File: config.mk
export PLATFORM = sky130hd
export DESIGN_NAME = pfq_entry_mem
export DESIGN_NICKNAME = d
export VERILOG_FILES = /design/src/design/pfq_pkg.sv /design/src/design/pfq_entry_mem.sv
export SDC_FILE = /design/constraint.sdc
export NUM_CORES = 1
export LEC_CHECK = 0
export BUFFER_PORTS_ARGS = -buffer_cell sky130_fd_sc_hd__buf_2
export CAP_MARGIN = 20
export CORE_ASPECT_RATIO = 0.5
export CORE_MARGIN = 10
export CORE_UTILIZATION = 54
export DETAILED_ROUTE_END_ITERATION = 16
export PLACE_DENSITY = 0.76
export SYNTH_ARGS = -nofsm -noshare
export SYNTH_HDL_FRONTEND = slang
export SYNTH_SLANG_ARGS = --single-unit
File: constraint.sdc
create_clock -name i_clk -period 5.55 [get_ports i_clk]
set_input_delay 0.2775 -clock i_clk [delete_from_list [all_inputs] [get_ports i_clk]]
set_output_delay 0.2775 -clock i_clk [all_outputs]
set_load 0.03 [all_outputs]
File: src/design/pfq_pkg.sv
// Shared constants, types and state encoding of the priority task queue.
package pfq_pkg;

    // Default sizes of the queue.
    localparam int PFQ_QUEUE_DEPTH     = 64;
    localparam int PFQ_PRIORITY_LEVELS = 256;
    localparam int PFQ_TASK_BITS       = 16;

    // Fixed widths of the word fields on the ports.
    localparam int PFQ_ID_W   = 16;
    localparam int PFQ_PRIO_W = 8;

    // The level bitmap is searched in groups of this many levels.
    localparam int PFQ_GROUP_W = 16;

    typedef enum logic {
        CMD_PUSH = 1'b0,
        CMD_POP  = 1'b1
    } t_cmd_e;

    typedef enum logic [2:0] {
        S_IDLE,
        S_PUSH,
        S_FIND,
        S_HEAD,
        S_POP,
        S_EMIT
    } t_state_e;

    // Requests from the sequencer to the level bitmap.
    typedef struct packed {
        logic set;
        logic clr;
        logic find;
    } t_map_cmd;

    // One result word.
    typedef struct packed {
        logic [PFQ_ID_W-1:0] popped_task;
        logic                popped_valid;
        logic                push_dropped;
        logic                queue_empty;
    } t_result;

endpackage

File: src/design/pfq_entry_mem.sv
// Entry memory of the queue: task handles and the links between entries.
module pfq_entry_mem import pfq_pkg::*; #(
    parameter int DEPTH = PFQ_QUEUE_DEPTH,
    parameter int AW    = $clog2(DEPTH),
    parameter int SW    = PFQ_TASK_BITS
) (
    input  logic          i_clk,
    input  logic          i_task_we,
    input  logic [AW-1:0] i_task_addr,
    input  logic [SW-1:0] i_task_data,
    input  logic          i_link_we,
    input  logic [AW-1:0] i_link_addr,
    input  logic [AW-1:0] i_link_data,
    input  logic          i_re,
    input  logic [AW-1:0] i_raddr,
    output logic [SW-1:0] o_task,
    output logic [AW-1:0] o_link
);

    logic [SW-1:0] r_task_mem [DEPTH];
    logic [AW-1:0] r_link_mem [DEPTH];
    logic [SW-1:0] r_task_q;
    logic [AW-1:0] r_link_q;

    always_ff @(posedge i_clk) begin
        if (i_task_we) begin
            r_task_mem[i_task_addr] <= i_task_data;
        end
        if (i_link_we) begin
            r_link_mem[i_link_addr] <= i_link_data;
        end
    end

    // Read data holds until the next read is issued.
    always_ff @(posedge i_clk) begin
        if (i_re) begin
            r_task_q <= r_task_mem[i_raddr];
            r_link_q <= r_link_mem[i_raddr];
        end
    end

    assign o_task = r_task_q;
    assign o_link = r_link_q;

endmodule

==> results.cfg <==
[worst_setup_path]
critical_path_arrival_ps = 3580
cp-start-kind = input pin
crit_path_end_kind = register
cp_num_buf_inv = 3
worstPathRequired_ps = 6030
critPathTopFamily = buffers and inverters
cp_common_cell = buf_4
crit_path_max_fanout = 63
crit_chain = buf_8 -> buf_4 -> buf_4 -> mux2i_1 -> a22oi_1 -> a31oi_1 -> o21ai_0 -> and3_1
worst_path_max_delay_cell = buf_4
path_class = input pin to register
slowest_delay_ps = 750

[hold_path]
min_path_type = input pin to register

[synthesis]
synth_mux_area_frac = 0.159
synth_warnings = 0
ys_seq_elements = 1430
synth_compound_area_frac = 0.0272
synthSimpleGateAreaFrac = 0.0190
ys_types = 38
synth_top_family_by_area = multiplexers
syn-cell-area_um2 = 55000
synthCells = 2511
yosysSeqAreaShare = 0.781
synth-xor-area-share = 0
synth_fa_ha_area_frac = 0
postSynthNetCount = 2555
syn_avg_cell_area_um2 = 21.9

[placement]
port_buffers = 65
gp_congestion = 0.850
placedCellCount = 3875
place_ws_ps = 1750
hpwl_mm = 74.2

[final_layout]
layout_commonest_cell = edfxtp_1
layout-drive-gt1-share = 0.241
syn2layout_area_growth_pct = 11.5
fillerInstances = 6626
fin_nets = 2722
fin_cells = 4123
layout_common_cells = edfxtp_1 (1430), mux4_2 (309), mux2i_1 (174)

[clock_network]
cts_root_buf = clkbuf_16
clk_latency_ps = 730
numCtsBuffers = 119
cts-resized-gates = 0
clockBufferDepth = 3
hold_buffers = 0
cts_setup_buffers = 0
cts_tree = done
clock_sinks = 1430
clkTransAtPathRegs_ps = 70
htree_levels = 3

[drt]
drt_iter0_drc = 4319
vias = 26932
drc = 0
viasPerCell = 6.53
ant_nets = 0
routedWlPerCell_um = 31.1
wl_mm = 128
first_pass_iters = 7

[status]
status = complete, no violations

[timing]
rsz0062_at_grt = false
finalCriticalPeriod_ps = 3100
fmax_mhz = 323
hold_viol_final = 0
finClkSkew_ps = 38.5
setup_tns_ps = 0
maxSlewHeadroom = 0.280
fin_crit_sh = 0.558
slew_viol_final = 0
finalSetupViolCount = 0
tightest_slew_ps = 1080
setup_ws_ps = 2450

[grt]
use_met1 = 0.308
grt_usage = 0.219
overflow = 0
first_global_vias = 26904
top_usage_layer = met2
antenna_found_initial = 13
met2_usage = 0.341
grt_max_degree = 98
grt_pass1_wl_mm = 187
met3_usage = 0.0583

[pwr]
leakagePower_nw = 19.4
ir_drop_v = 0.000282
pwr_density_cell_nw_per_um2 = 348

[job]
max_cap_viol_count = 0

[floorplanning]
core_um2 = 101000
die_h_um = 246
rows = 82
ios = 66
start_util = 0.547
dieArea_um2 = 116000
die_x_um = 471
==> logic make-up (layout without fill, tap and decap cells) <==
kind of cell	after synthesis	after routing
buf+inv	143	408
compound gates	219	219
mux	488	488
other cells	0	3
flops	1430	1430
simple gates	231	231
==> layout make-up <==
class	count	area, µm²	area share
Multi-Input combinational cell	938	11300	0.185
Sequential cell	1430	42900	0.701
Clock buffer	144	3140	0.0512
Clock inverter	75	639	0.0104
Inverter	1	3.75	0.0000612
Timing Repair Buffer	188	1530	0.0249
Tap cell	1344	1680	0.0274
Antenna cell	3	7.51	0.000122
==> state kept, by name, summed over array words and instances, names as in the netlist <==
register    flops
o_link          6
o_task         16
r_link_mem    384
r_task_mem   1024
==> routing by layer <==
metal | share of wire | vias up
li1 | - | 10908
met2 | 0.48 | 1644
met4 | 0.022 | 10
met5 | 0.00062 | -
met1 | 0.38 | 14167
met3 | 0.11 | 203
==> Yosys cell counts <==
cell	number	area share
o211ai_1	5	0.00068
buf_2	43	0.0039
buf_1	5	0.00034
o21ai_0	28	0.0025
a221oi_1	8	0.0013
nand2b_1	10	0.0011
buf_4	32	0.0044
nor2b_1	10	0.0011
and2_0	1	0.00011
or3b_2	2	0.00032
mux2_2	5	0.0010
nand3_1	11	0.0010
a22o_1	3	0.00048
a31o_2	1	0.00016
a21o_1	13	0.0018
nand4b_1	1	0.00016
nor2_1	144	0.0098
edfxtp_1	1430	0.78
nor4bb_1	1	0.00018
nand3b_1	8	0.0011
mux4_2	309	0.13
a31oi_1	28	0.0032
or3_1	3	0.00034
buf_6	4	0.00082
inv_1	1	0.000068
o22ai_1	48	0.0055
nand4_1	3	0.00034
or2_0	1	0.00011
o31ai_1	13	0.0018
clkbuf_1	58	0.0040
a21oi_1	1	0.000091
mux2i_1	174	0.032
nor3_1	7	0.00064
o22a_1	2	0.00032
a22oi_1	56	0.0076
and3_1	14	0.0016
nand2_1	15	0.0010
a211oi_1	13	0.0018
==> worst paths after layout <==
kind / from / to / slack, ps / cells past startpoint
setup / recovery: i_raddr[0] / o_link[2] / 2450 / 8
hold / removal: i_link_data[0] / r_link_mem[16][0] / 30 / 1
setup reg to reg: r_task_mem[38][13] / o_task[13] / 3120 / 5
hold reg to reg: r_link_mem[14][3] / o_link[3] / 930 / 5
==> report_power, final <==
group	switching, mW	internal, mW
Clock	3.74	4.47
Sequential	0.0371	12.0
Combinational	0.720	0.403
Total	4.50	16.9
==> worst reg2reg max path, cell delays in order (launching register included) <==
cell	delay, ps
edfxtp_1	390
mux4_2	500
mux2i_1	250
nor2_1	100
a211oi_1	780
a211oi_1	140
==> stage by stage <==
step | hold WS, ps | utilization | area (µm²) | power (mW)
after floorplan | 376 | - | 55000 | 12.9
after global routing | 15.7 | 0.609 | 61300 | 21.9
after detailed placement | 781 | 0.568 | 57100 | 13.3
after global placement | 780 | 0.568 | 57100 | 13.3
final | 26.4 | 0.610 | 61300 | 21.4
after CTS | 211 | 0.606 | 60900 | 21.4
Note: power is estimated with default switching activity, not from simulation.
