==> src/design/pfq_pkg.sv <==
// Shared constants, types and state encoding of the priority task queue.
package pfq_pkg;

    // Default sizes of the queue.
    localparam int PFQ_QUEUE_DEPTH     = 64;
    localparam int PFQ_PRIORITY_LEVELS = 256;
    localparam int PFQ_TASK_BITS       = 16;

    // Fixed widths of the word fields on the ports.
    localparam int PFQ_ID_W   = 16;
    localparam int PFQ_PRIO_W = 8;

    // The level bitmap is searched in groups of this many levels.
    localparam int PFQ_GROUP_W = 16;

    typedef enum logic {
        CMD_PUSH = 1'b0,
        CMD_POP  = 1'b1
    } t_cmd_e;

    typedef enum logic [2:0] {
        S_IDLE,
        S_PUSH,
        S_FIND,
        S_HEAD,
        S_POP,
        S_EMIT
    } t_state_e;

    // Requests from the sequencer to the level bitmap.
    typedef struct packed {
        logic set;
        logic clr;
        logic find;
    } t_map_cmd;

    // One result word.
    typedef struct packed {
        logic [PFQ_ID_W-1:0] popped_task;
        logic                popped_valid;
        logic                push_dropped;
        logic                queue_empty;
    } t_result;

endpackage

==> src/design/pfq_level_mem.sv <==
// Level memory: head and tail entry of the list kept for each priority level.
module pfq_level_mem import pfq_pkg::*; #(
    parameter int LEVELS = PFQ_PRIORITY_LEVELS,
    parameter int LW     = $clog2(LEVELS),
    parameter int AW     = $clog2(PFQ_QUEUE_DEPTH)
) (
    input  logic          i_clk,
    input  logic [LW-1:0] i_addr,
    input  logic          i_re,
    input  logic          i_head_we,
    input  logic [AW-1:0] i_head_data,
    input  logic          i_tail_we,
    input  logic [AW-1:0] i_tail_data,
    output logic [AW-1:0] o_head,
    output logic [AW-1:0] o_tail
);

    logic [AW-1:0] r_head_mem [LEVELS];
    logic [AW-1:0] r_tail_mem [LEVELS];
    logic [AW-1:0] r_head_q;
    logic [AW-1:0] r_tail_q;

    always_ff @(posedge i_clk) begin
        if (i_head_we) begin
            r_head_mem[i_addr] <= i_head_data;
        end
        if (i_tail_we) begin
            r_tail_mem[i_addr] <= i_tail_data;
        end
    end

    always_ff @(posedge i_clk) begin
        if (i_re) begin
            r_head_q <= r_head_mem[i_addr];
            r_tail_q <= r_tail_mem[i_addr];
        end
    end

    assign o_head = r_head_q;
    assign o_tail = r_tail_q;

endmodule

==> config.mk <==
export PLATFORM = sky130hd
export DESIGN_NAME = pfq_level_mem
export DESIGN_NICKNAME = d
export VERILOG_FILES = /design/src/design/pfq_pkg.sv /design/src/design/pfq_level_mem.sv
export SDC_FILE = /design/constraint.sdc
export NUM_CORES = 2
export LEC_CHECK = 0
export BUFFER_PORTS_ARGS = -buffer_cell sky130_fd_sc_hd__buf_2
export CAP_MARGIN = 20
export CORE_ASPECT_RATIO = 1.2
export CORE_MARGIN = 2
export CORE_UTILIZATION = 45
export CTS_CLUSTER_SIZE = 30
export DETAILED_ROUTE_END_ITERATION = 12
export SLEW_MARGIN = 20
export SYNTH_ARGS = -nofsm -noshare
export SYNTH_HDL_FRONTEND = slang
export SYNTH_SLANG_ARGS = --single-unit
==> constraint.sdc <==
create_clock -name i_clk -period 3.7 [get_ports i_clk]
set_clock_uncertainty 0.1 [all_clocks]
set_input_delay 0.555 -clock i_clk [delete_from_list [all_inputs] [get_ports i_clk]]
set_output_delay 0.555 -clock i_clk [all_outputs]
set_load 0.03 [all_outputs]
==> impl_results.md <==
- Root buffer cell: clkbuf_16
- Avg Vias per Cell: 6.03
- RSZ-0062 raised after global routing: false
- CTS Buffer Depth: 4
- Highest Signal Layer: met5
- Die height: 565 um
- Violated checks: hold timing
- Num Clock Sinks: 3084
- HP Start: i_head_data[5]
- FP Rows: 206
- Die span in x: 472 um
- Largest net degree at the start of global routing: 130
- Hold Crit Class: input pin to flop
- VDD IR max: 0.537 mV
- Tmin final: 3.15 ns
- M1 WL: 115000 um
- Most frequent CP cell: buf_4
- WL final: 293000 um
- Detail Route met3 WL: 19500 um
- Synthesized flop and latch total: 3084
- Fin. Hold Viols: 2
- Setup TNS: 0 ns
- 1st-pass router iterations: 7
- Starting Density: 0.451
- ANT nets after route: 0
- WP data required: 4.26 ns
- Cells after Synth: 5442
- Yosys cell types: 20
- Layout Nets: 5883
- Worst Slack Setup Final: 0.552 ns
- Leakage: 41.7 nW
- Reg-to-Reg Start: r_tail_mem[47][3]$_DFFE_PP_
- Flop-to-flop setup slack: 0.75 ns
- CP peak stage delay: 0.77 ns
- Max Slew Vio Count: 0
- TritonCTS Buffers: 325
- Worst R2R End: o_tail[3]$_DFFE_PP_
- Max_slew headroom: 0.269
- Main combinational cell family by area after synthesis: multiplexers
- Detailed placement HPWL: 182000 um
- GRT Total Usage: 0.219
- Max stage delay cell, worst path: o41ai_1
- Area Overhead vs Synth: 14.8%
- Post-CTS sizing: 0
- # Post-CTS Setup Buffers: 0
- YS warnings: 0
- CP max FO: 47
- Met2 WL: 149000 um
- DR WL/cell: 30.7 um
- Post-route DRC: 0
- Cell family with most CP delay: compound AO/OA/AOI/OAI gates
- Core Area: 262000 um^2
- DRT iter0 DRCs: 6504
- Clock-pin slew on the worst setup and hold paths: 0.06 ns
- Hold depth: 1
- I/O pin total: 36
- Cell Area, Synth: 118000 um^2
- Synthesized-area fraction occupied by adder cells: 0
- Sequential share of the synthesized area: 0.784
- Vias post-DR: 57400
- IO Port Bufs: 35
- Final Setup Violations: 0
- Levels on crit path: 9
- First-pass GRT wire length: 423000 um
- DP Area: 126000 um^2
- Post-Layout Inst Area: 136000 um^2
- Total of max-cap violations: 0
- RePlAce Congestion: 0.836
- Multiplexer area fraction after synthesis: 0.147
- Syn Nets: 5466
- WHS Endpoint: r_head_mem[223][5]$_DFFE_PP_
- Die Area: 266000 um^2
- Final hold slack: -0.00525 ns
- H-tree levels: 5
- Critical Path AT: 3.70 ns
- Outcome: complete, but fails checks
- R2R depth: 6
- Fmax: 318 MHz
- TritonCTS clock tree: yes
- Avg Inst Size Synth: 21.7 um^2
- Vias in the first global route: 59300
- Complex-gate fraction of the synthesized area: 0.0361
- Crit path capture type: flop
- Post-CTS Hold Buffers: 0
- Buffers & Inverters on Critical Path: 4
- PD cells: 535 nW/um^2
- Startpoint Class: input pin
- Setup CP Type: input pin to flop
- Fillers: 20200
- CP Cell Sequence: buf_8, buf_12, buf_4, mux4_2, a22oi_1, a21oi_1, o41ai_1, buf_4, nand4_1
- Post-synthesis xor/xnor area fraction: 0
- Tcrit/Tclk final: 0.851
- Worst-Margin Slew: 1.10 ns
- Simple-Gate Fraction of Synth Area: 0.0198
- Worst-Skew Late Latency: 0.96 ns
- Share of cells above drive strength 1: 0.277
- Initial antenna violation count: 15
- Congestion Overflow GR: 0
- Pre-CTS WS: -0.459 ns
[cells in the mapped netlist]
library cell	number	area, um^2
nand3_1	20	100
edfxtp_1	3084	92600
nor3b_1	2	15.0
a21oi_1	192	961
a22oi_1	384	2880
o41ai_1	48	420
clkbuf_1	266	998
buf_6	2	22.5
buf_1	22	82.6
nor2_1	515	1930
nand4_1	12	75.1
nand2_1	29	109
mux4_2	768	17300
buf_4	14	105
and3b_1	2	17.5
or2_2	1	6.26
buf_2	68	340
nor2b_1	8	50.1
nand2b_1	2	12.5
and2_1	3	18.8
[per-stage QoR]
stage	total power [mW]	util	hold WS, ns	std cells
finish	72.5	0.518	-0.00525	9519
global route	74.5	0.518	0.0177	9515
CTS	73.1	0.518	0.00497	9514
detailed placement	42.9	0.481	0.906	8964
global placement	42.8	0.481	0.900	8963
floorplan	41.0	-	0.554	5442
[worst max-delay path by stage]
stage / startpoint / endpoint / slack [ns]
2_1_floorplan: i_addr[1] / o_head[0]$_DFFE_PP_ / 0.95
3_3_place_gp: i_addr[1] / o_tail[4]$_DFFE_PP_ / -1.16
3_5_place_dp: i_addr[0] / o_tail[1]$_DFFE_PP_ / -0.46
4_1_cts: i_addr[0] / o_tail[1]$_DFFE_PP_ / 0.54
5_1_grt: i_addr[0] / o_tail[3]$_DFFE_PP_ / 0.51
6_report: i_addr[1] / o_tail[1]$_DFFE_PP_ / 0.55
[where the power goes]
group	total, mW	internal [mW]	switching [mW]	leakage [nW]
combinational	3.50	1.30	2.20	9.19
sequential	38.6	38.5	0.0435	27.7
clock	30.4	17.7	12.8	4.77
[flip-flops by register name, summed over array words and instances (netlist names)]
name	cells
o_head	6
o_tail	6
r_head_mem	1536
r_tail_mem	1536
[cell type report]
type / instances / area [um^2] / share of cell area
Sequential cell: 3084 / 92600 / 0.683
Multi-Input combinational cell: 1986 / 24100 / 0.178
Clock buffer: 404 / 8540 / 0.0630
Timing Repair Buffer: 462 / 4730 / 0.0349
Tap cell: 3432 / 4290 / 0.0317
Clock inverter: 146 / 1230 / 0.00905
Antenna cell: 5 / 12.5 / 0.0000923
[cells by family after synthesis]
kind of cell    count (synthesis)
simple gates                  594
compound gates                624
flops                        3084
mux                           768
buf+inv                       372
[cell usage in the layout, fill, tap and decap left out, types with 2 or more instances in the layout]
cell type      n
buf_2         21
bufinv_16     20
nand4_1       12
nor2_1       513
nor2b_1        4
buf_4        330
and3b_1        2
clkbuf_8       4
buf_8          9
mux4_2       768
edfxtp_1    3084
and2_1         2
nand3_4        4
diode_2        5
clkinv_8       3
clkinv_1      58
a22oi_1      384
nand2_4       12
nor2b_2        2
nand2b_4       2
clkinv_4       2
nand3_1       16
o41ai_2        7
clkinv_2      53
o41ai_1       41
a21oi_1      192
nor3b_1        2
clkinvlp_4     9
buf_12        98
clkbuf_16    330
nor2b_4        2
nand2_1       16
clkbuf_1      74
[layer usage]
layer / vias up / track usage
li1: 23800 / -
met1: 30900 / 0.295
met2: 2283 / 0.372
met3: 398 / 0.0321
met4: 4 / 0.0686
met5: - / 0
Power figures use the tool's default switching activity.
