File: src/design/pfq_pkg.sv
// Shared constants, types and state encoding of the priority task queue.
package pfq_pkg;

    // Default sizes of the queue.
    localparam int PFQ_QUEUE_DEPTH     = 64;
    localparam int PFQ_PRIORITY_LEVELS = 256;
    localparam int PFQ_TASK_BITS       = 16;

    // Fixed widths of the word fields on the ports.
    localparam int PFQ_ID_W   = 16;
    localparam int PFQ_PRIO_W = 8;

    // The level bitmap is searched in groups of this many levels.
    localparam int PFQ_GROUP_W = 16;

    typedef enum logic {
        CMD_PUSH = 1'b0,
        CMD_POP  = 1'b1
    } t_cmd_e;

    typedef enum logic [2:0] {
        S_IDLE,
        S_PUSH,
        S_FIND,
        S_HEAD,
        S_POP,
        S_EMIT
    } t_state_e;

    // Requests from the sequencer to the level bitmap.
    typedef struct packed {
        logic set;
        logic clr;
        logic find;
    } t_map_cmd;

    // One result word.
    typedef struct packed {
        logic [PFQ_ID_W-1:0] popped_task;
        logic                popped_valid;
        logic                push_dropped;
        logic                queue_empty;
    } t_result;

endpackage

File: src/design/pfq_level_map.sv
// Bitmap of non-empty priority levels with a two-step search for the highest one.
module pfq_level_map import pfq_pkg::*; #(
    parameter int LEVELS = PFQ_PRIORITY_LEVELS,
    parameter int LW     = $clog2(LEVELS)
) (
    input  logic          i_clk,
    input  logic          i_rst_n,
    input  t_map_cmd      i_cmd,
    input  logic [LW-1:0] i_level,
    output logic          o_busy,
    output logic [LW-1:0] o_top
);

    localparam int NG = (LEVELS + PFQ_GROUP_W - 1) / PFQ_GROUP_W;
    localparam int GW = (NG > 1) ? $clog2(NG) : 1;
    localparam int BW = $clog2(PFQ_GROUP_W);

    logic [LEVELS-1:0]         r_map;
    logic [NG*PFQ_GROUP_W-1:0] map_pad;
    logic [GW-1:0]             r_grp;
    logic [GW-1:0]             grp_top;
    logic [PFQ_GROUP_W-1:0]    grp_word;
    logic [BW-1:0]             bit_top;
    logic [GW+BW-1:0]          top_full;

    always_ff @(posedge i_clk) begin
        if (!i_rst_n) begin
            r_map <= '0;
        end else if (i_cmd.set) begin
            r_map[i_level] <= 1'b1;
        end else if (i_cmd.clr) begin
            r_map[i_level] <= 1'b0;
        end
    end

    assign map_pad = (NG*PFQ_GROUP_W)'(r_map);
    assign o_busy  = r_map[i_level];

    // First step: the highest group that holds any busy level.
    always_comb begin
        grp_top = '0;
        for (int g = 0; g < NG; g++) begin
            if (|map_pad[g*PFQ_GROUP_W +: PFQ_GROUP_W]) begin
                grp_top = GW'(g);
            end
        end
    end

    always_ff @(posedge i_clk) begin
        if (i_cmd.find) begin
            r_grp <= grp_top;
        end
    end

    // Second step: the highest busy level inside the chosen group.
    always_comb begin
        grp_word = '0;
        for (int g = 0; g < NG; g++) begin
            if (r_grp == GW'(g)) begin
                grp_word = map_pad[g*PFQ_GROUP_W +: PFQ_GROUP_W];
            end
        end
        bit_top = '0;
        for (int b = 0; b < PFQ_GROUP_W; b++) begin
            if (grp_word[b]) begin
                bit_top = BW'(b);
            end
        end
    end

    assign top_full = {r_grp, bit_top};
    assign o_top    = top_full[LW-1:0];

endmodule

File: config.mk
export PLATFORM = sky130hd
export DESIGN_NAME = pfq_level_map
export DESIGN_NICKNAME = d
export VERILOG_FILES = /design/src/design/pfq_pkg.sv /design/src/design/pfq_level_map.sv
export SDC_FILE = /design/constraint.sdc
export NUM_CORES = 1
export LEC_CHECK = 0
export BUFFER_PORTS_ARGS = -buffer_cell sky130_fd_sc_hd__buf_4
export CAP_MARGIN = 15
export CORE_MARGIN = 10
export CORE_UTILIZATION = 45
export CTS_CLUSTER_DIAMETER = 50
export CTS_CLUSTER_SIZE = 40
export DETAILED_ROUTE_END_ITERATION = 8
export MAX_ROUTING_LAYER = met4
export PLACE_DENSITY = 0.64
export SLEW_MARGIN = 20
export SYNTH_ARGS = -nofsm -noshare
export SYNTH_HDL_FRONTEND = slang
export SYNTH_SLANG_ARGS = --single-unit
File: constraint.sdc
create_clock -name i_clk -period 2.7 [get_ports i_clk]
set_input_delay 0.27 -clock i_clk [delete_from_list [all_inputs] [get_ports i_clk]]
set_output_delay 0.27 -clock i_clk [all_outputs]
set_load 0.01 [all_outputs]
==> impl_metrics.yaml, run 1 <==
sta:
  slew_viol_final: 0
  rsz0062_at_grt: "yes"
  hold_viol: 0
  worst_pin_slew_ps: 945
  fin_hold_ws_ps: 106
  fin_crit_sh_pct: 128
  setup_ws_ps: -757
  final.setup_skew_ps: 30.7
  setup_viol: 5
  fmax_ghz: 0.289
  slew_headroom_pct: 37.0
  fin_crit_ps: 3460
  setup_tns_ps: -3320
yosys:
  syn_area_mm2: 0.0158
  ys_types: 63
  synthMuxAreaShare_pct: 16.6
  synth-seq-cells: 260
  yosysWarnings: 0
  post_synth_fa_ha_maj_area_fraction_pct: 0
  async_flop_share_pct: 0
  netlist_instances: 1825
  synth-seq-area-share_pct: 33.1
  synth_simple_gate_area_share_pct: 17.7
  yosys.area.top_type_share_pct: 32.3
  avgSynthCellArea_um2: 8.68
  synth_area_leader_cell: "dfxtp_1"
  synth_top_family_by_area: "compound AO/OA/AOI/OAI gates"
  synth_edf_count: 4
  ys.flop_type: "dfxtp_1"
  ys_top_cells_by_area: "dfxtp_1, mux4_2, a21boi_0"
  synth_compound_area_share_pct: 27.2
  synth_xor_area_share_pct: 0
  synth_nets: 1838
route:
  via_per_inst: 7.13
  routed_wl_um: 86900
  vias: 18200
  post-route-drc-count: 0
  drtPass1Iterations: 8
  drtIter0Drc: 2707
  ant_nets: 0
  wl_per_cell_um: 34.0
clocking:
  path_clk_slew_ps: 50
  clock_latency_ps: 590
  root_buffer: "clkbuf_16"
  numCtsBuffers: 39
  cts_tree: "built"
  clkSinkCount: 260
  htree_levels: 2
  max-clock-path-buffers: 3
finish:
  fin_cells: 2558
  layout_common_cells: "buf_4, o21ai_0, nand3_1, a21boi_0, dfxtp_1"
  layout_commonest_cell: "buf_4"
  area_delta_synth_final_pct: 32.8
  fin_nets: 2085
  drive_gt1_share_pct: 32.5
floorplan:
  core-area_mm2: 0.0346
  initial_core_util_pct: 45.8
  die_h_um: 208
  die_w_um: 208
  die-area_mm2: 0.0431
  num_rows: 68
  ios: 22
critical_path:
  critPathCaptureType: "primary output"
  r2r.worst_path.cells: 11
  ff2ff_setup_slack_ps: 70
  start_kind: "flip-flop"
  cpPeakStageDelay_ps: 420
  rr_endpoint: "r_grp[0]"
  worstPathMaxFanout: 7
  crit_top_cell: "buf_6"
  path_class: "flip-flop to primary output"
  path_cells: "buf_6 -> buf_12 -> buf_16 -> buf_6 -> buf_6 -> a22oi_2 -> o311ai_2 -> o21ai_2 -> o211ai_1 -> buf_4 -> a211oi_4 -> o31ai_2 -> a21o_1 -> buf_6"
  cp_data_arrival_time_ps: 3190
  crit_path_top_delay_cell: "edfxtp_1"
  critPathRequiredTime_ps: 2430
outcome:
  status: "finished, violations left"
  violations: "setup timing"
power:
  ir_drop_mv: 0.739
  pwr-share-clk_pct: 45.9
  p_seq_share_pct: 33.5
  p_leak_uw: 0.00737
  p_comb_share_pct: 20.6
  netSwitchingFraction_pct: 31.5
  power_uw: 11600
  internal_power_uw: 7920
  powerDensity_mw_per_mm2: 550
  switchingPower_uw: 3650
grt:
  grt_pass1_vias: 17400
  grt.overflow.total: 0
  grt_pass1_wl_um: 124000
  antenna_found_initial: 3
  grt_max_degree: 170
  gr-usage-all-layers_pct: 39.7
hold_path:
  hp-class: "primary input to flip-flop"
  min-delay-start: "i_rst_n"
  hold_depth: 2
placement:
  gp_congestion: 1.10
  hpwl_um: 60700
  place_inst: 2459
  port_buffers: 21
job:
  maxCapViolCount: 0
timing repair:
item                                   CTS  global route
pin swaps                               47            24
hold buffers                             1             0
setup endpoints to repair                5             6
endpoints found under the hold margin    4             0
gates resized for setup                117            44
cloned                                   5             1
buffers inserted                        17             4
cell usage after synthesis, drive strengths merged, types with 3 or more instances:
library cell  number
a22oi              7
o31ai              5
edfxtp             4
o32ai              8
mux4              97
nor3b              3
o22ai             10
a221oi             9
a211oi             8
inv               11
a21boi           256
mux2              17
dfxtp            256
o221ai             8
nand2             53
nor3              22
nand4             19
a21oi             29
and2               5
o21ai            298
a31oi              4
nand3b             7
a2bb2oi            4
nor2b             16
clkbuf           141
nor2              60
nor4              64
buf               48
o21bai             3
nand3            272
mux2i             26
nand2b            16
o211ai             5
area by class of cell:
class,instances,area (um2)
Fill cell,3037,13600
Multi-Input combinational cell,1363,10300
Antenna cell,3,7.51
Tap cell,455,569
Inverter,13,52.6
Clock inverter,28,342
Timing Repair Buffer,395,3490
Sequential cell,260,5250
Clock buffer,41,1000
worst max-delay path, delay by kind of cell (launching register included):
| kind | cells | cell delay [ps] |
|---|---|---|
| buffers and inverters | 7 | 990 |
| flip-flops | 1 | 420 |
| AO/OA/AOI/OAI | 7 | 1200 |
logic make-up after synthesis:
logic type / count (synthesis)
AOI/OAI and AO/OA: 677
buffers and inverters: 202
DFF: 260
muxes: 140
and+or+nand+nor: 546
through the flow:
step | area, um2 | utilization (%) | worst slack [ps]
after floorplan | 15800 | - | 16.7
after global placement | 18700 | 53.9 | -449
after detailed placement | 18700 | 53.9 | -441
after CTS | 20800 | 60.0 | -785
after global routing | 21000 | 60.7 | -849
final | 21000 | 60.8 | -757
power by group through the flow:
stage / Clock, uW / Sequential (uW) / Combinational, uW
finish: 5310 / 3880 / 2380
global route: 5460 / 3880 / 2450
CTS: 5310 / 3880 / 2220
detailed placement: 0 / 3970 / 1890
global placement: 0 / 3970 / 1890
floorplan: 0 / 3960 / 938
worst max-delay path by stage:
stage,to,startpoint,slack [ps],cells after the start
global placement,o_busy,i_level[0],-450,9
floorplan,o_busy,i_level[1],20,9
detailed placement,o_top[0],r_grp[0],-440,10
CTS,o_top[0],r_grp[0],-790,12
global route,o_top[0],r_grp[0],-850,13
finish,o_top[1],r_grp[0],-760,14
per-layer routing:
| metal | routed length [um] | part of all wire (%) | track usage (%) | up-vias |
|---|---|---|---|---|
| met5 | 0 | 0 | - | - |
| met4 | 5780 | 6.6 | 22.3 | 0 |
| met3 | 12200 | 14 | 12.2 | 366 |
| met2 | 35900 | 41 | 54.9 | 1567 |
| met1 | 33000 | 38 | 50.4 | 8813 |
| li1 | - | - | - | 7503 |
No activity file was read; power rests on OpenSTA's default activity.
==> run 2, diff against run 1 <==
--- a/config.mk
+++ b/config.mk
@@ -13,7 +13,7 @@
 export CTS_CLUSTER_SIZE = 40
 export DETAILED_ROUTE_END_ITERATION = 8
 export MAX_ROUTING_LAYER = met4
-export PLACE_DENSITY = 0.64
+export PLACE_DENSITY = 0.62
 export SLEW_MARGIN = 20
 export SYNTH_ARGS = -nofsm -noshare
 export SYNTH_HDL_FRONTEND = slang
==> constraint.sdc (replaced) <==
create_clock -name i_clk -period 3.2 [get_ports i_clk]
set_input_delay 0.32 -clock i_clk [delete_from_list [all_inputs] [get_ports i_clk]]
set_output_delay 0.32 -clock i_clk [all_outputs]
set_load 0.01 [all_outputs]
==> run 2 against run 1 <==
The flow still finishes with violations (setup timing). Non-clock buffer count fell by 154. Total power down 20%. Clock power shrank 19%. Critical path type unchanged. Largest cell class unchanged. Largest power group unchanged. Highest routed layer unchanged.
==> impl_metrics.yaml, run 2 (synthesis gave the netlist of run 1 again) <==
power:
  powerDensity_mw_per_mm2: 474
  p_comb_share_pct: 18.4
  internal_power_uw: 6390
  p_seq_share_pct: 35.3
  netSwitchingFraction_pct: 31.0
  p_leak_uw: 0.00646
  ir_drop_mv: 0.446
  pwr-share-clk_pct: 46.3
  switchingPower_uw: 2870
hold_path:
  min-delay-start: "i_cmd[0]"
  hold_depth: 1
  hp-class: "primary input to flip-flop"
  min_delay_worst_endpoint: "r_grp[1]"
clocking:
  holdBufCountCts: 0
  cts_tree: "built"
  numCtsBuffers: 36
  htree_levels: 2
  path_clk_slew_ps: 70
  max-clock-path-buffers: 3
  clkSinkCount: 260
  root_buffer: "clkbuf_16"
  clock_latency_ps: 570
finish:
  layout_common_cells: "o21ai_0, nand3_1, a21boi_0, dfxtp_1, buf_4"
  fillers: 3160
  drive_gt1_share_pct: 26.8
  layout_commonest_cell: "o21ai_0"
  fin_cells: 2399
  area_delta_synth_final_pct: 23.2
  fin_area_mm2: 0.0195
  fin_nets: 1928
placement:
  port_buffers: 21
  gp_congestion: 1.03
  place_area_mm2: 0.0174
  place_ws_ps: -168
  hpwl_um: 55300
  place_inst: 2293
critical_path:
  rr_endpoint: "r_grp[0]"
  path_class: "flip-flop to primary output"
  worstPathMaxFanout: 14
  start_kind: "flip-flop"
  cp_data_arrival_time_ps: 3150
  ff2ff_setup_slack_ps: 630
  critPathRequiredTime_ps: 2880
  r2r.worst_path.cells: 7
  critPathCaptureType: "primary output"
sta:
  worst_pin_slew_ps: 859
  setup_tns_ps: -893
  slew_headroom_pct: 42.7
  final.setup_skew_ps: 17.0
  hold_viol: 0
  fin_crit_ps: 3470
  setup_ws_ps: -270
  slew_viol_final: 0
  rsz0062_at_grt: "yes"
  fin_crit_sh_pct: 108
  setup_viol: 5
  fmax_ghz: 0.288
outcome:
  status: "finished, violations left"
  violations: "setup timing"
grt:
  antenna_found_initial: 2
  gr-usage-all-layers_pct: 36.2
  grt.overflow.total: 0
  grt_max_degree: 122
  grt_pass1_wl_um: 115000
  grt_pass1_vias: 16000
floorplan:
  num_rows: 68
  core-area_mm2: 0.0346
  die-area_mm2: 0.0431
  die_h_um: 208
  die_w_um: 208
  ios: 22
  initial_core_util_pct: 45.8
route:
  drtIter0Drc: 2420
  vias: 17200
  ant_nets: 0
  post-route-drc-count: 0
  routed_wl_um: 79400
  via_per_inst: 7.18
  wl_per_cell_um: 33.1
  drtPass1Iterations: 6
job:
  maxCapViolCount: 0
## run 2: repair_timing
action / 4_1_cts / 5_1_grt
gates resized for setup: 84 / 51
setup endpoints to repair: 5 / 5
pin swaps: 23 / 25
setup buffers: 26 / 12
gates cloned: 5 / 0
## run 2: metal layers
layer	global-route usage (%)	part of all wire [%]
met1	46.8	39
met2	51.8	43
met3	9.42	12
met4	17.1	5.4
met5	-	0
## run 2: per-stage QoR
step	total power, uW	utilization, %	hold WS [ps]
6_report	9260	56.4	44.0
5_1_grt	9460	56.4	39.2
4_1_cts	9180	55.6	29.9
3_5_place_dp	4720	50.1	485
3_3_place_gp	4720	50.1	473
2_1_floorplan	4130	-	432
## run 2: layout make-up
cell class              count  area (um2)  share of cell area (%)
clock inverters            25         315                    1.62
inverters                  13        58.8                   0.301
flip-flops and latches    260        5270                    27.0
multi-input cells        1363       10200                    52.1
diodes                      3        7.51                  0.0385
clock buffers              39         953                    4.89
repair buffers            241        2170                    11.1
well taps                 455         569                    2.92
## run 2: power by group through the flow
stage          Sequential (uW)  Combinational [uW]  Clock (uW)
4_1_cts                   3270                1600        4310
5_1_grt                   3270                1760        4430
6_report                  3270                1700        4290
3_5_place_dp              3350                1370           0
2_1_floorplan             3340                 790           0
3_3_place_gp              3350                1370           0
## run 2: worst max-delay path by stage
stage          cells after the start       end  startpoint  slack, ps
4_1_cts                           14  o_top[1]    r_grp[0]       -300
2_1_floorplan                     12  o_top[0]    r_grp[0]        410
3_3_place_gp                      11    o_busy  i_level[1]       -140
5_1_grt                           14  o_top[1]    r_grp[0]       -320
3_5_place_dp                      11    o_busy  i_level[0]       -170
6_report                          10  o_top[1]    r_grp[2]       -270
## run 2: critical path, cell delays in order (launching register included)
cell and delay (ps):
edfxtp_1 430, buf_12 180, buf_4 190, a221o_1 410, a2bb2oi_1 390, o22ai_1 200
nand2b_1 190, a211oi_2 190, o31ai_1 100, a21o_1 180, buf_6 120
